File: config.mk
export PLATFORM = sky130hd
export DESIGN_NAME = tilt_pitch_moving_average_unit
export DESIGN_NICKNAME = d
export VERILOG_FILES = /design/src/tpma_pkg.sv /design/src/tpma_sqrt.sv /design/src/tpma_cordic.sv /design/src/tpma_ring.sv /design/src/tilt_pitch_moving_average_unit.sv
export SDC_FILE = /design/constraint.sdc
export NUM_CORES = 2
export LEC_CHECK = 0
export ABC_AREA = 1
export BUFFER_PORTS_ARGS = -buffer_cell sky130_fd_sc_hd__clkbuf_2
export CAP_MARGIN = 20
export CORE_MARGIN = 8
export CORE_UTILIZATION = 50
export DETAILED_ROUTE_END_ITERATION = 6
export PLACE_DENSITY = 0.64
export SLEW_MARGIN = 30
export SYNTH_ARGS = -nofsm -noshare
export SYNTH_HDL_FRONTEND = slang
export SYNTH_SLANG_ARGS = --single-unit
File: constraint.sdc
create_clock -name clk -period 18.66 [get_ports clk]
set_input_delay 0.933 -clock clk [delete_from_list [all_inputs] [get_ports clk]]
set_output_delay 0.933 -clock clk [all_outputs]
set_load 0.005 [all_outputs]
File: src/tpma_pkg.sv
// Shared constants, widths and the CORDIC angle table for the tilt pitch unit.
// No dependencies; every other file refers to it by scoped names.
package tpma_pkg;

  // Ring depth of the moving average
  localparam int WINDOW = 10;

  // Pitch limit, +-90 degrees in 1/256 degree units
  localparam int PITCH_MAX = 23040;

  // Stream payload widths
  localparam int AXIS_W = 16;
  localparam int PITCH_W = 16;
  localparam int S_DATA_W = 48;
  localparam int M_DATA_W = 32;

  // Square root: 32-bit radicand, 32-bit root, 34-bit partial remainder
  localparam int RAD_W = 32;
  localparam int ROOT_W = 32;
  localparam int REM_W = ROOT_W + 2;
  localparam int ROOT_STEPS = 32;
  localparam int ROOT_CNT_W = 5;

  // CORDIC vectoring datapath
  localparam int VEC_W = 36;
  localparam int ANG_W = 25;
  localparam int CORDIC_STEPS = 16;
  localparam int CORDIC_CNT_W = 4;

  // Ring and running sum
  localparam int SLOT_W = (WINDOW > 1) ? $clog2(WINDOW) : 1;
  localparam int SUM_W = $clog2(WINDOW * PITCH_MAX + WINDOW) + 1;

  // Division of the sum by WINDOW through a reciprocal and one correction
  localparam int RECIP_K = 24;
  localparam int RECIP_W = RECIP_K + 1;
  localparam logic [RECIP_W-1:0] RECIP_M = RECIP_W'((64'd1 << RECIP_K) / WINDOW);
  localparam int PROD_W = SUM_W + RECIP_W;
  localparam int FIX_W = SUM_W + 7;

  // atan(2^-i) in degrees, 16 fraction bits
  function automatic logic signed [ANG_W-1:0] atan_step(input logic [CORDIC_CNT_W-1:0] idx);
    logic signed [ANG_W-1:0] val;
    unique case (idx)
      4'd0:    val = 25'sd2949120;
      4'd1:    val = 25'sd1740967;
      4'd2:    val = 25'sd919879;
      4'd3:    val = 25'sd466945;
      4'd4:    val = 25'sd234379;
      4'd5:    val = 25'sd117304;
      4'd6:    val = 25'sd58666;
      4'd7:    val = 25'sd29335;
      4'd8:    val = 25'sd14668;
      4'd9:    val = 25'sd7334;
      4'd10:   val = 25'sd3667;
      4'd11:   val = 25'sd1833;
      4'd12:   val = 25'sd917;
      4'd13:   val = 25'sd458;
      4'd14:   val = 25'sd229;
      4'd15:   val = 25'sd115;
      default: val = '0;
    endcase
    return val;
  endfunction

endpackage

File: src/tpma_sqrt.sv
// Iterative integer square root of (radicand << 32), one root bit per cycle.
// Depends on tpma_pkg for widths and step count.
module tpma_sqrt (
  input  logic                          clk,
  input  logic                          rst,
  input  logic                          start,
  input  logic [tpma_pkg::RAD_W-1:0]    rad,
  output logic                          done,
  output logic [tpma_pkg::ROOT_W-1:0]   root
);

  logic [tpma_pkg::RAD_W-1:0]      rad_sh;
  logic [tpma_pkg::REM_W-1:0]      rem;
  logic [tpma_pkg::ROOT_CNT_W-1:0] cnt;
  logic                            busy;

  logic [tpma_pkg::REM_W+1:0] rem_sh;
  logic [tpma_pkg::REM_W+1:0] trial;
  logic                       fit;
  logic [tpma_pkg::REM_W-1:0] rem_next;

  // Bring down the next two radicand bits and try the next root bit
  always_comb begin
    rem_sh   = {rem, rad_sh[tpma_pkg::RAD_W-1 -: 2]};
    trial    = {2'b00, root, 2'b01};
    fit      = (rem_sh >= trial);
    rem_next = fit ? tpma_pkg::REM_W'(rem_sh - trial) : tpma_pkg::REM_W'(rem_sh);
  end

  // Step the digit recurrence; zeros shift in for the low half of the radicand
  always_ff @(posedge clk) begin
    if (rst) begin
      busy <= 1'b0;
      done <= 1'b0;
      cnt  <= '0;
    end else begin
      done <= 1'b0;
      if (start) begin
        busy <= 1'b1;
        cnt  <= '0;
      end else if (busy) begin
        cnt <= cnt + 1'b1;
        if (cnt == tpma_pkg::ROOT_CNT_W'(tpma_pkg::ROOT_STEPS - 1)) begin
          busy <= 1'b0;
          done <= 1'b1;
        end
      end
    end
  end

  always_ff @(posedge clk) begin
    if (start) begin
      rad_sh <= rad;
      rem    <= '0;
      root   <= '0;
    end else if (busy) begin
      rad_sh <= {rad_sh[tpma_pkg::RAD_W-3:0], 2'b00};
      rem    <= rem_next;
      root   <= {root[tpma_pkg::ROOT_W-2:0], fit};
    end
  end

endmodule

File: src/tpma_cordic.sv
// Iterative CORDIC vectoring for the pitch angle, one micro-rotation per cycle,
// followed by rounding to 1/256 degree and saturation. Depends on tpma_pkg.
module tpma_cordic (
  input  logic                                clk,
  input  logic                                rst,
  input  logic                                start,
  input  logic [tpma_pkg::ROOT_W-1:0]         mag,
  input  logic signed [tpma_pkg::AXIS_W-1:0]  accel_y,
  output logic                                done,
  output logic signed [tpma_pkg::PITCH_W-1:0] pitch
);

  logic signed [tpma_pkg::VEC_W-1:0] x;
  logic signed [tpma_pkg::VEC_W-1:0] y;
  logic signed [tpma_pkg::ANG_W-1:0] z;
  logic [tpma_pkg::CORDIC_CNT_W-1:0] idx;
  logic                              busy;

  logic signed [tpma_pkg::VEC_W-1:0] dx;
  logic signed [tpma_pkg::VEC_W-1:0] dy;
  logic signed [tpma_pkg::ANG_W-1:0] dz;

  // Shifted terms of this micro-rotation
  always_comb begin
    dx = y >>> idx;
    dy = x >>> idx;
    dz = tpma_pkg::atan_step(idx);
  end

  always_ff @(posedge clk) begin
    if (rst) begin
      busy <= 1'b0;
      done <= 1'b0;
      idx  <= '0;
    end else begin
      done <= 1'b0;
      if (start) begin
        busy <= 1'b1;
        idx  <= '0;
      end else if (busy) begin
        idx <= idx + 1'b1;
        if (idx == tpma_pkg::CORDIC_CNT_W'(tpma_pkg::CORDIC_STEPS - 1)) begin
          busy <= 1'b0;
          done <= 1'b1;
        end
      end
    end
  end

  // Rotate toward y == 0; hold when y is already zero
  always_ff @(posedge clk) begin
    if (start) begin
      x <= {{(tpma_pkg::VEC_W - tpma_pkg::ROOT_W){1'b0}}, mag};
      y <= {{(tpma_pkg::VEC_W - tpma_pkg::AXIS_W - 16){accel_y[tpma_pkg::AXIS_W-1]}},
            accel_y, 16'b0};
      z <= '0;
    end else if (busy) begin
      if (y > 0) begin
        x <= x + dx;
        y <= y - dy;
        z <= z + dz;
      end else if (y < 0) begin
        x <= x - dx;
        y <= y + dy;
        z <= z - dz;
      end
    end
  end

  // Round to 1/256 degree, ties away from zero, then clamp to +-90 degrees
  logic                         z_neg;
  logic [tpma_pkg::ANG_W-1:0]   z_abs;
  logic [tpma_pkg::ANG_W-1:0]   z_rnd;
  logic [tpma_pkg::ANG_W-9:0]   q_mag;
  logic [tpma_pkg::PITCH_W-1:0] q_sat;

  always_comb begin
    z_neg = z[tpma_pkg::ANG_W-1];
    z_abs = z_neg ? tpma_pkg::ANG_W'(-z) : tpma_pkg::ANG_W'(z);
    z_rnd = z_abs + tpma_pkg::ANG_W'(128);
    q_mag = z_rnd[tpma_pkg::ANG_W-1:8];
    if (q_mag > (tpma_pkg::ANG_W-8)'(tpma_pkg::PITCH_MAX)) begin
      q_sat = tpma_pkg::PITCH_W'(tpma_pkg::PITCH_MAX);
    end else begin
      q_sat = q_mag[tpma_pkg::PITCH_W-1:0];
    end
    pitch = z_neg ? signed'(-q_sat) : signed'(q_sat);
  end

endmodule

File: src/tpma_ring.sv
// Pitch ring memory with running sum and rounded window mean.
// Read-modify-write of one ring entry per item; depends on tpma_pkg.
module tpma_ring (
  input  logic                                clk,
  input  logic                                rst,
  input  logic                                start,
  input  logic signed [tpma_pkg::PITCH_W-1:0] pitch,
  output logic                                done,
  output logic signed [tpma_pkg::PITCH_W-1:0] mean
);

  typedef enum logic [4:0] {
    R_IDLE = 5'b00001,
    R_UPD  = 5'b00010,
    R_MUL  = 5'b00100,
    R_DIV  = 5'b01000,
    R_FIX  = 5'b10000
  } ring_state_t;

  ring_state_t state;

  // Ring storage; entries read as zero until first written
  logic signed [tpma_pkg::PITCH_W-1:0] ring_mem [tpma_pkg::WINDOW];
  logic [tpma_pkg::WINDOW-1:0]         valid;
  logic signed [tpma_pkg::PITCH_W-1:0] rd_data;
  logic [tpma_pkg::SLOT_W-1:0]         slot;
  logic signed [tpma_pkg::SUM_W-1:0]   sum;
  logic signed [tpma_pkg::PITCH_W-1:0] pitch_hold;

  logic                            neg;
  logic [tpma_pkg::SUM_W-1:0]      num;
  logic [tpma_pkg::SUM_W-1:0]      quo;

  logic signed [tpma_pkg::SUM_W-1:0] old_val;
  logic signed [tpma_pkg::SUM_W-1:0] sum_next;
  logic [tpma_pkg::SUM_W-1:0]        sum_abs;
  logic [tpma_pkg::PROD_W-1:0]       prod;
  logic [tpma_pkg::FIX_W-1:0]        rem;
  logic [tpma_pkg::SUM_W-1:0]        quo_fix;

  always_comb begin
    old_val  = valid[slot] ? tpma_pkg::SUM_W'(rd_data) : '0;
    sum_next = sum - old_val + tpma_pkg::SUM_W'(pitch_hold);
    sum_abs  = sum[tpma_pkg::SUM_W-1] ? tpma_pkg::SUM_W'(-sum) : tpma_pkg::SUM_W'(sum);
    prod     = tpma_pkg::PROD_W'(num) * tpma_pkg::PROD_W'(tpma_pkg::RECIP_M);
    rem      = tpma_pkg::FIX_W'(num)
             - tpma_pkg::FIX_W'(quo) * tpma_pkg::FIX_W'(tpma_pkg::WINDOW);
    quo_fix  = (rem >= tpma_pkg::FIX_W'(tpma_pkg::WINDOW)) ? quo + 1'b1 : quo;
  end

  // Read the entry about to be replaced; write back the new pitch
  always_ff @(posedge clk) begin
    if (start) begin
      rd_data    <= ring_mem[slot];
      pitch_hold <= pitch;
    end
    if (state == R_UPD) begin
      ring_mem[slot] <= pitch_hold;
    end
  end

  // Sequence: update sum, multiply by reciprocal, correct and emit
  always_ff @(posedge clk) begin
    if (rst) begin
      state <= R_IDLE;
      valid <= '0;
      slot  <= '0;
      sum   <= '0;
      done  <= 1'b0;
    end else begin
      done <= 1'b0;
      unique case (state)
        R_IDLE: begin
          if (start) begin
            state <= R_UPD;
          end
        end
        R_UPD: begin
          sum         <= sum_next;
          valid[slot] <= 1'b1;
          slot <= (slot == tpma_pkg::SLOT_W'(tpma_pkg::WINDOW - 1)) ? '0 : slot + 1'b1;
          state       <= R_MUL;
        end
        R_MUL: begin
          state <= R_DIV;
        end
        R_DIV: begin
          state <= R_FIX;
        end
        R_FIX: begin
          done  <= 1'b1;
          state <= R_IDLE;
        end
        default: begin
          state <= R_IDLE;
        end
      endcase
    end
  end

  // Divider datapath registers
  always_ff @(posedge clk) begin
    if (state == R_MUL) begin
      neg <= sum[tpma_pkg::SUM_W-1];
      num <= sum_abs + tpma_pkg::SUM_W'(tpma_pkg::WINDOW / 2);
    end
    if (state == R_FIX) begin
      mean <= neg ? signed'(-quo_fix[tpma_pkg::PITCH_W-1:0])
                  : signed'(quo_fix[tpma_pkg::PITCH_W-1:0]);
    end
  end

  // Reciprocal product uses num registered in the preceding R_MUL state
  logic mul_pend;
  always_ff @(posedge clk) begin
    if (rst) begin
      mul_pend <= 1'b0;
    end else begin
      mul_pend <= (state == R_MUL);
    end
  end

  always_ff @(posedge clk) begin
    if (mul_pend) begin
      quo <= prod[tpma_pkg::RECIP_K +: tpma_pkg::SUM_W];
    end
  end

endmodule

File: src/tilt_pitch_moving_average_unit.sv
// Top level of the tilt pitch unit: stream ports, squaring, sequencing.
// Depends on tpma_pkg, tpma_sqrt, tpma_cordic and tpma_ring.
//
// One accelerometer beat in gives one result beat out: the pitch
// atan2(y, sqrt(x^2 + z^2)) in 1/256 degree and the rounded mean of the
// last WINDOW pitches (ring cleared by reset, so early means include zeros).
// Items are processed one at a time. An item goes from its accepting edge
// through squaring and sum, the square-root unit (one root bit per step),
// the CORDIC unit (one rotation per step), the ring read-modify-write and
// reciprocal divide, and hand-offs between the stages, to the edge that
// loads its result beat into the output register; the next input beat can
// be taken in the cycle after that load. A result beat that is not yet
// taken holds the next result in the emit state and stalls the input for
// as long. The ring is cleared at reset through per-entry valid bits, with
// no clearing pass.
module tilt_pitch_moving_average_unit (
  input  logic                              clk,
  input  logic                              rst,
  // s_tdata: accel_x [15:0], accel_y [31:16], accel_z [47:32]
  input  logic [tpma_pkg::S_DATA_W-1:0]     s_tdata,
  input  logic                              s_tvalid,
  output logic                              s_tready,
  // m_tdata: pitch_now [15:0], pitch_mean [31:16]
  output logic [tpma_pkg::M_DATA_W-1:0]     m_tdata,
  output logic                              m_tvalid,
  input  logic                              m_tready
);

  typedef enum logic [6:0] {
    S_IDLE   = 7'b0000001,
    S_SQUARE = 7'b0000010,
    S_SUMSQ  = 7'b0000100,
    S_ROOT   = 7'b0001000,
    S_ANGLE  = 7'b0010000,
    S_AVG    = 7'b0100000,
    S_EMIT   = 7'b1000000
  } top_state_t;

  top_state_t state;

  logic signed [tpma_pkg::AXIS_W-1:0] accel_x;
  logic signed [tpma_pkg::AXIS_W-1:0] accel_y;
  logic signed [tpma_pkg::AXIS_W-1:0] accel_z;
  logic signed [2*tpma_pkg::AXIS_W-1:0] sq_x;
  logic signed [2*tpma_pkg::AXIS_W-1:0] sq_z;

  logic [tpma_pkg::RAD_W-1:0]          rad;
  logic                                root_done;
  logic [tpma_pkg::ROOT_W-1:0]         root;
  logic                                angle_done;
  logic signed [tpma_pkg::PITCH_W-1:0] pitch_now;
  logic                                avg_done;
  logic signed [tpma_pkg::PITCH_W-1:0] pitch_mean;

  logic in_beat;
  logic out_free;

  assign s_tready = (state == S_IDLE);
  assign in_beat  = s_tvalid && s_tready;
  assign out_free = !m_tvalid || m_tready;
  assign rad      = tpma_pkg::RAD_W'($unsigned(sq_x)) + tpma_pkg::RAD_W'($unsigned(sq_z));

  // Capture the sample and square the horizontal axes
  always_ff @(posedge clk) begin
    if (in_beat) begin
      accel_x <= s_tdata[15:0];
      accel_y <= s_tdata[31:16];
      accel_z <= s_tdata[47:32];
    end
    if (state == S_SQUARE) begin
      sq_x <= accel_x * accel_x;
      sq_z <= accel_z * accel_z;
    end
  end

  tpma_sqrt u_sqrt (
    .clk   (clk),
    .rst   (rst),
    .start (state == S_SUMSQ),
    .rad   (rad),
    .done  (root_done),
    .root  (root)
  );

  tpma_cordic u_cordic (
    .clk     (clk),
    .rst     (rst),
    .start   ((state == S_ROOT) && root_done),
    .mag     (root),
    .accel_y (accel_y),
    .done    (angle_done),
    .pitch   (pitch_now)
  );

  tpma_ring u_ring (
    .clk   (clk),
    .rst   (rst),
    .start ((state == S_ANGLE) && angle_done),
    .pitch (pitch_now),
    .done  (avg_done),
    .mean  (pitch_mean)
  );

  // Advance the item sequencer
  always_ff @(posedge clk) begin
    if (rst) begin
      state <= S_IDLE;
    end else begin
      unique case (state)
        S_IDLE: begin
          if (in_beat) begin
            state <= S_SQUARE;
          end
        end
        S_SQUARE: begin
          state <= S_SUMSQ;
        end
        S_SUMSQ: begin
          state <= S_ROOT;
        end
        S_ROOT: begin
          if (root_done) begin
            state <= S_ANGLE;
          end
        end
        S_ANGLE: begin
          if (angle_done) begin
            state <= S_AVG;
          end
        end
        S_AVG: begin
          if (avg_done) begin
            state <= S_EMIT;
          end
        end
        S_EMIT: begin
          if (out_free) begin
            state <= S_IDLE;
          end
        end
        default: begin
          state <= S_IDLE;
        end
      endcase
    end
  end

  // Output register: load the result beat, drop it once taken
  always_ff @(posedge clk) begin
    if (rst) begin
      m_tvalid <= 1'b0;
    end else if ((state == S_EMIT) && out_free) begin
      m_tvalid <= 1'b1;
    end else if (m_tready) begin
      m_tvalid <= 1'b0;
    end
  end

  always_ff @(posedge clk) begin
    if ((state == S_EMIT) && out_free) begin
      m_tdata <= {pitch_mean, pitch_now};
    end
  end

endmodule

; ---- Word level (Yosys, flattened, before mapping)
; Memory sizes are Yosys's and may differ from the RTL's. A register that Yosys moved wholly into a read port is not among the register bits.
; Cells that the tools add are included.
[classes]
shift = 2
eq_ne = 21
div_mod_pow = 0
n_reduce_logical = 19
magnitude_cmp = 7
addsub = 21
muxes = 48
mul = 4
bitwise = 3
[ops]
columns = op, count
row1 = $mux 36, 6
row2 = $mux 32, 4
row3 = $mux 25, 3
row4 = $add 36x36->36, 2
row5 = $sshr 36x4->36, 2
row6 = $sub 36x36->36, 2
row7 = $mul 16x16->32, 2
row8 = $mux 16, 4
row9 = $pmux 7 s7, 1
row10 = $mul 19x21->40 const B, 1
row11 = $mux 19, 2
row12 = $ge 36x34->1, 1
row13 = $gt 36x1->1 const B, 1
row14 = $lt 36x1->1 const B, 1
row15 = $mux 7, 5
row16 = $mux 34, 1
row17 = $sub 34x34->34, 1
row18 = $add 32x32->32, 1
row19 = $neg 16->16, 2
row20 = $ge 26x4->1 const B, 1
row21 = $add 25x25->25, 1
row22 = $add 25x8->25 const B, 1
row23 = $neg 25->25, 1
row24 = $sub 25x25->25, 1
row25 = other kinds (44), 78
[totals]
latch_bits = 0
n_memories = 2
elab_cells = 160
rom_bits = 352
output_inout_bits = 34
mem_bits_rw = 160
input_bits = 52
reg_bits = 468
[mem_list]
columns = memory, depth, word_bits, read_ports, rd_clocked_by_memory_dff, wr, line
row1 = (name not given), 16, 22, 1, 1, 0, tpma_pkg.sv:44  ; unique case (idx)
row2 = u_ring.ring_mem, 10, 16, 1, 1, 1, tpma_ring.sv:23  ; logic signed [tpma_pkg::PITCH_W-1:0] ring_mem [tpma_pkg::WINDOW];

; ---- Depth between registers and ports, before layout
[depth]
word_depth = 7
ltp_mapped = 40
ltp_nobuf = 40

; ---- By module
; Synthesis repeated with hierarchy kept, for this count alone.
[unflattened]
cells_unflattened = 9301
area_unflattened_um2 = 70864.2
[modules_own_cells]
columns = mod, instances, cells_per_inst, area_each_um2, seq_area_each_um2
row1 = tilt_pitch_moving_average_unit, 1, 3254, 26651.8, 4424.2
row2 = tpma_ring, 1, 2178, 20413.3, 8127.8
row3 = tpma_cordic, 1, 2790, 16723.5, 3022.9
row4 = tpma_sqrt, 1, 1079, 7075.5, 2422.3

; ---- Least setup slack after synthesis
; No wires, ideal clock.
[synth_timing]
path_type = register to register
start = reg state[6]
end = reg sq_x[0] (netlist bit), enable pin
arrival_time_ps = 6549
stages_incl_launch_ff = 4
required_time_ps = 18018
path_slack_ps = 11470
path_buffers = 0
setup_time_ps = 642
synth_period_minus_slack_ps = 7190
path_cell_list = dfxtp_1 > nor2_1 > nand2_1 > nor4_1
[synth_between]
elab_chain_len = 1
[synth_rtl]
columns = item, line
row1 = start: declaration, tilt_pitch_moving_average_unit.sv:39  ; top_state_t state;
row2 = start signal: assignment, tilt_pitch_moving_average_unit.sv:107  ; state <= S_IDLE;
row3 = start signal: assignment, tilt_pitch_moving_average_unit.sv:112  ; state <= S_SQUARE;
row4 = start signal: assignment, tilt_pitch_moving_average_unit.sv:116  ; state <= S_SUMSQ;
row5 = $eq 7x2->1, tilt_pitch_moving_average_unit.sv:70  ; if (state == S_SQUARE) begin
row6 = end signal: assignment, tilt_pitch_moving_average_unit.sv:71  ; sq_x <= accel_x * accel_x;
row7 = end: declaration, tilt_pitch_moving_average_unit.sv:44  ; logic signed [2*tpma_pkg::AXIS_W-1:0] sq_x;
; No other way between the ends.
; A chain may end at the register's enable or synchronous reset.

; ---- Worst setup path in the final report
[layout_timing]
start = reg accel_x[4] (netlist bit)
end = reg sq_x[29] (netlist bit) (data pin)
[layout_between]
elab_chain_len = 1
[layout_rtl]
columns = item, line
row1 = start: declaration, tilt_pitch_moving_average_unit.sv:41  ; logic signed [tpma_pkg::AXIS_W-1:0] accel_x;
row2 = start signal: assignment, tilt_pitch_moving_average_unit.sv:66  ; accel_x <= s_tdata[15:0];
row3 = $mul 16x16->32, tilt_pitch_moving_average_unit.sv:71
; No other way between the ends.

==> flow_summary.ini <==
[global_routing]
overflow = 0
first_global_vias = 50829
grt.total_usage_pct = 22.88
antenna_found_initial = 2
grt_pass1_wl_um = 265600
grt_max_degree = 105

[critical_path]
crit_required_ns = 19.09
path_class = register to register
slowest_delay_ns = 0.66
cp_max_fo = 17
crit_top_cell = inv_1
end_kind = register
critPathArrivalTime_ns = 7.36
worst_path_max_delay_cell = edfxtp_1
startpoint_type = register

[clock_network]
cts-root-buf = clkbuf_16
clkTransAtPathRegs_ns = 0.07
tritoncts = yes
cts_made_buffers = 79
holdBufCountCts = 0
clk_path_buf_depth = 3
cts_sinks = 664
clk_latency_ns = 0.69
cts_resized = 0
cts-htree-levels = 3
cts_setup_buffers = 0

[final_layout]
drive_above_1_share_pct = 5.210
final_nets = 8929
antenna_cells = 0
area_growth_syn_to_layout_pct = 7.225

[min_path]
hp-class = primary input to register

[drt]
ant_nets = 0
num_vias = 50524
routedWlPerCell_um = 16.92
drtIter0Drc = 3314
dr.pass1.iters = 6
drt-vias-per-instance = 5.288
drcViolationCount = 0
finalWirelength_um = 161600

[placed_design]
numPortBuffers = 85
gp_congestion = 0.9173
post-dp-hpwl_um = 127200

[timing]
slew_headroom_pct = 35.64
tightest_slew_ns = 0.9643
setup_viol = 0
fin_crit_ns = 6.930
setup_tns_ns = 0
hold_viol = 0
rsz0062_at_grt = false
slew_viol_final = 0
fmax_mhz = 144.3
worst_clock_skew_ns = 0.02812
finalCritPeriodShare_pct = 37.14

[die]
ios = 86
start_util_pct = 50.32
rows = 132
die_w_um = 377.0
core_area_um2 = 129500
die_y_um = 377.0
dieArea_um2 = 142100

[yosys]
yosysMostFrequentCell = inv_1
synth_area_um2 = 65150
yosysSeqAreaShare_pct = 27.62
syn-num-nets = 8934
avgSynthCellArea_um2 = 8.404
synth_seq_cells = 664
synth_edf_count = 470
synth-async-reset-ratio_pct = 0
syn-instance-count = 7752
synth_common_cells = inv_1 (1,515), nand2_1 (1,504), fa_1 (593)
synth_top_area_cell = edfxtp_1
yosysWarningCount = 0
ys.flop_type = edfxtp_1
netlist_top_cells_area = edfxtp_1 (22%), fa_1 (18%), ha_1 (10%), inv_1 (8.7%), nand2_1 (8.7%)
yosysTopAreaCellShare_pct = 21.66
synthDistinctLibCells = 75

[outcome]
status = completed

[run]
drv_cap = 0
==> metrics by stage <==
step | utilization, % | hold slack, ns | cell area [um2] | setup slack (ns) | instances
after floorplan | - | 0.4003 | 65150 | 11.47 | 7752
after global placement | 51.85 | 0.4045 | 67140 | 11.76 | 9407
after detailed placement | 51.86 | 0.4045 | 67140 | 11.71 | 9407
after CTS | 53.93 | 0.3383 | 69830 | 11.68 | 9553
after global routing | 53.95 | 0.3646 | 69860 | 11.16 | 9554
final | 53.95 | 0.4091 | 69860 | 11.73 | 9554
==> sequential cells by signal, summed over array words and instances (netlist names), 16 cells and up <==
signal,flops
accel_z,16
u_ring.pitch_hold,16
u_ring.ring_mem,160
u_cordic.y,36
u_cordic.z,25
u_sqrt.rad_sh,32
u_ring.quo,16
u_sqrt.rem,34
u_ring.rd_data,16
u_ring.mean,16
u_ring.num,19
u_cordic.x,36
m_tdata,32
sq_x,31
u_ring.sum,19
accel_x,16
u_sqrt.root,32
sq_z,31
accel_y,16
u_cordic.dz,22
==> layer usage <==
metal	share of wire (%)	track usage, %	vias up
met3	4.5	2.440	267
met2	48	39.56	1118
met5	0	0	-
met4	3.3	7.462	0
li1	-	-	24920
met1	44	30.09	24219
==> logic make-up after synthesis <==
family                     count (synthesis)  share of synthesized area, %
buffers and inverters                   1754                         10.41
AOI/OAI and AO/OA                       1284                         11.29
adders and majority gates               1130                         28.53
and+or+nand+nor                         2456                         15.77
DFF                                      664                         27.62
xor gates and xnor gates                 406                         5.458
muxes                                     58                        0.9142
==> final cells by class <==
cell class,instances,area [um2]
Multi-Input combinational cell,5334,40450
Timing Repair Buffer,127,748.2
Tap cell,1742,2180
Clock buffer,99,2123
Clock inverter,47,560.5
Sequential cell,664,18000
Inverter,1541,5787
Fill cell,12151,59630
==> worst paths after layout <==
path | startpoint | end | cells past startpoint | slack, ns
max | accel_x[4] | sq_x[29] | 28 | 11.73
min | s_tdata[43] | accel_z[11] | 1 | 0.41
max reg2reg | accel_x[4] | sq_x[29] | 28 | 11.73
min reg2reg | u_ring.mean[6] | m_tdata[22] | 0 | 0.42
==> critical path: cells and delay by family (launching register included) <==
| kind | cells | cell delay [ns] |
|---|---|---|
| flops | 1 | 0.66 |
| simple gates | 5 | 0.48 |
| fa+ha+maj | 7 | 3.03 |
| compound gates | 9 | 2.10 |
| buf+inv | 7 | 0.43 |
==> cells in the final DEF (no fill, tap or decap), types with 14 or more instances in the layout <==
master and n:
a21boi_0 18, a21o_1 21, a21oi_1 462, a22oi_1 70
a31oi_1 22, buf_4 41, clkbuf_1 14, clkbuf_16 80
clkbuf_2 85, clkinv_1 16, dfxtp_1 190, edfxtp_1 470
fa_1 593, ha_1 537, inv_1 1513, inv_2 21
mux2i_1 54, nand2_1 1501, nand2_2 14, nand3_1 203
nand4_1 68, nor2_1 452, nor2_2 16, nor2_4 14
nor3_1 76, nor4_1 23, o211ai_1 55, o21a_1 22
o21ai_0 353, o21ai_1 109, o21ai_2 14, o21bai_1 27
o22ai_1 39, o31ai_1 15, or2_2 33, or3_1 16
xnor2_1 154, xor2_1 252
Power is not shown: default switching activity piles up to over one toggle a cycle in this logic, so the estimate is an artifact.
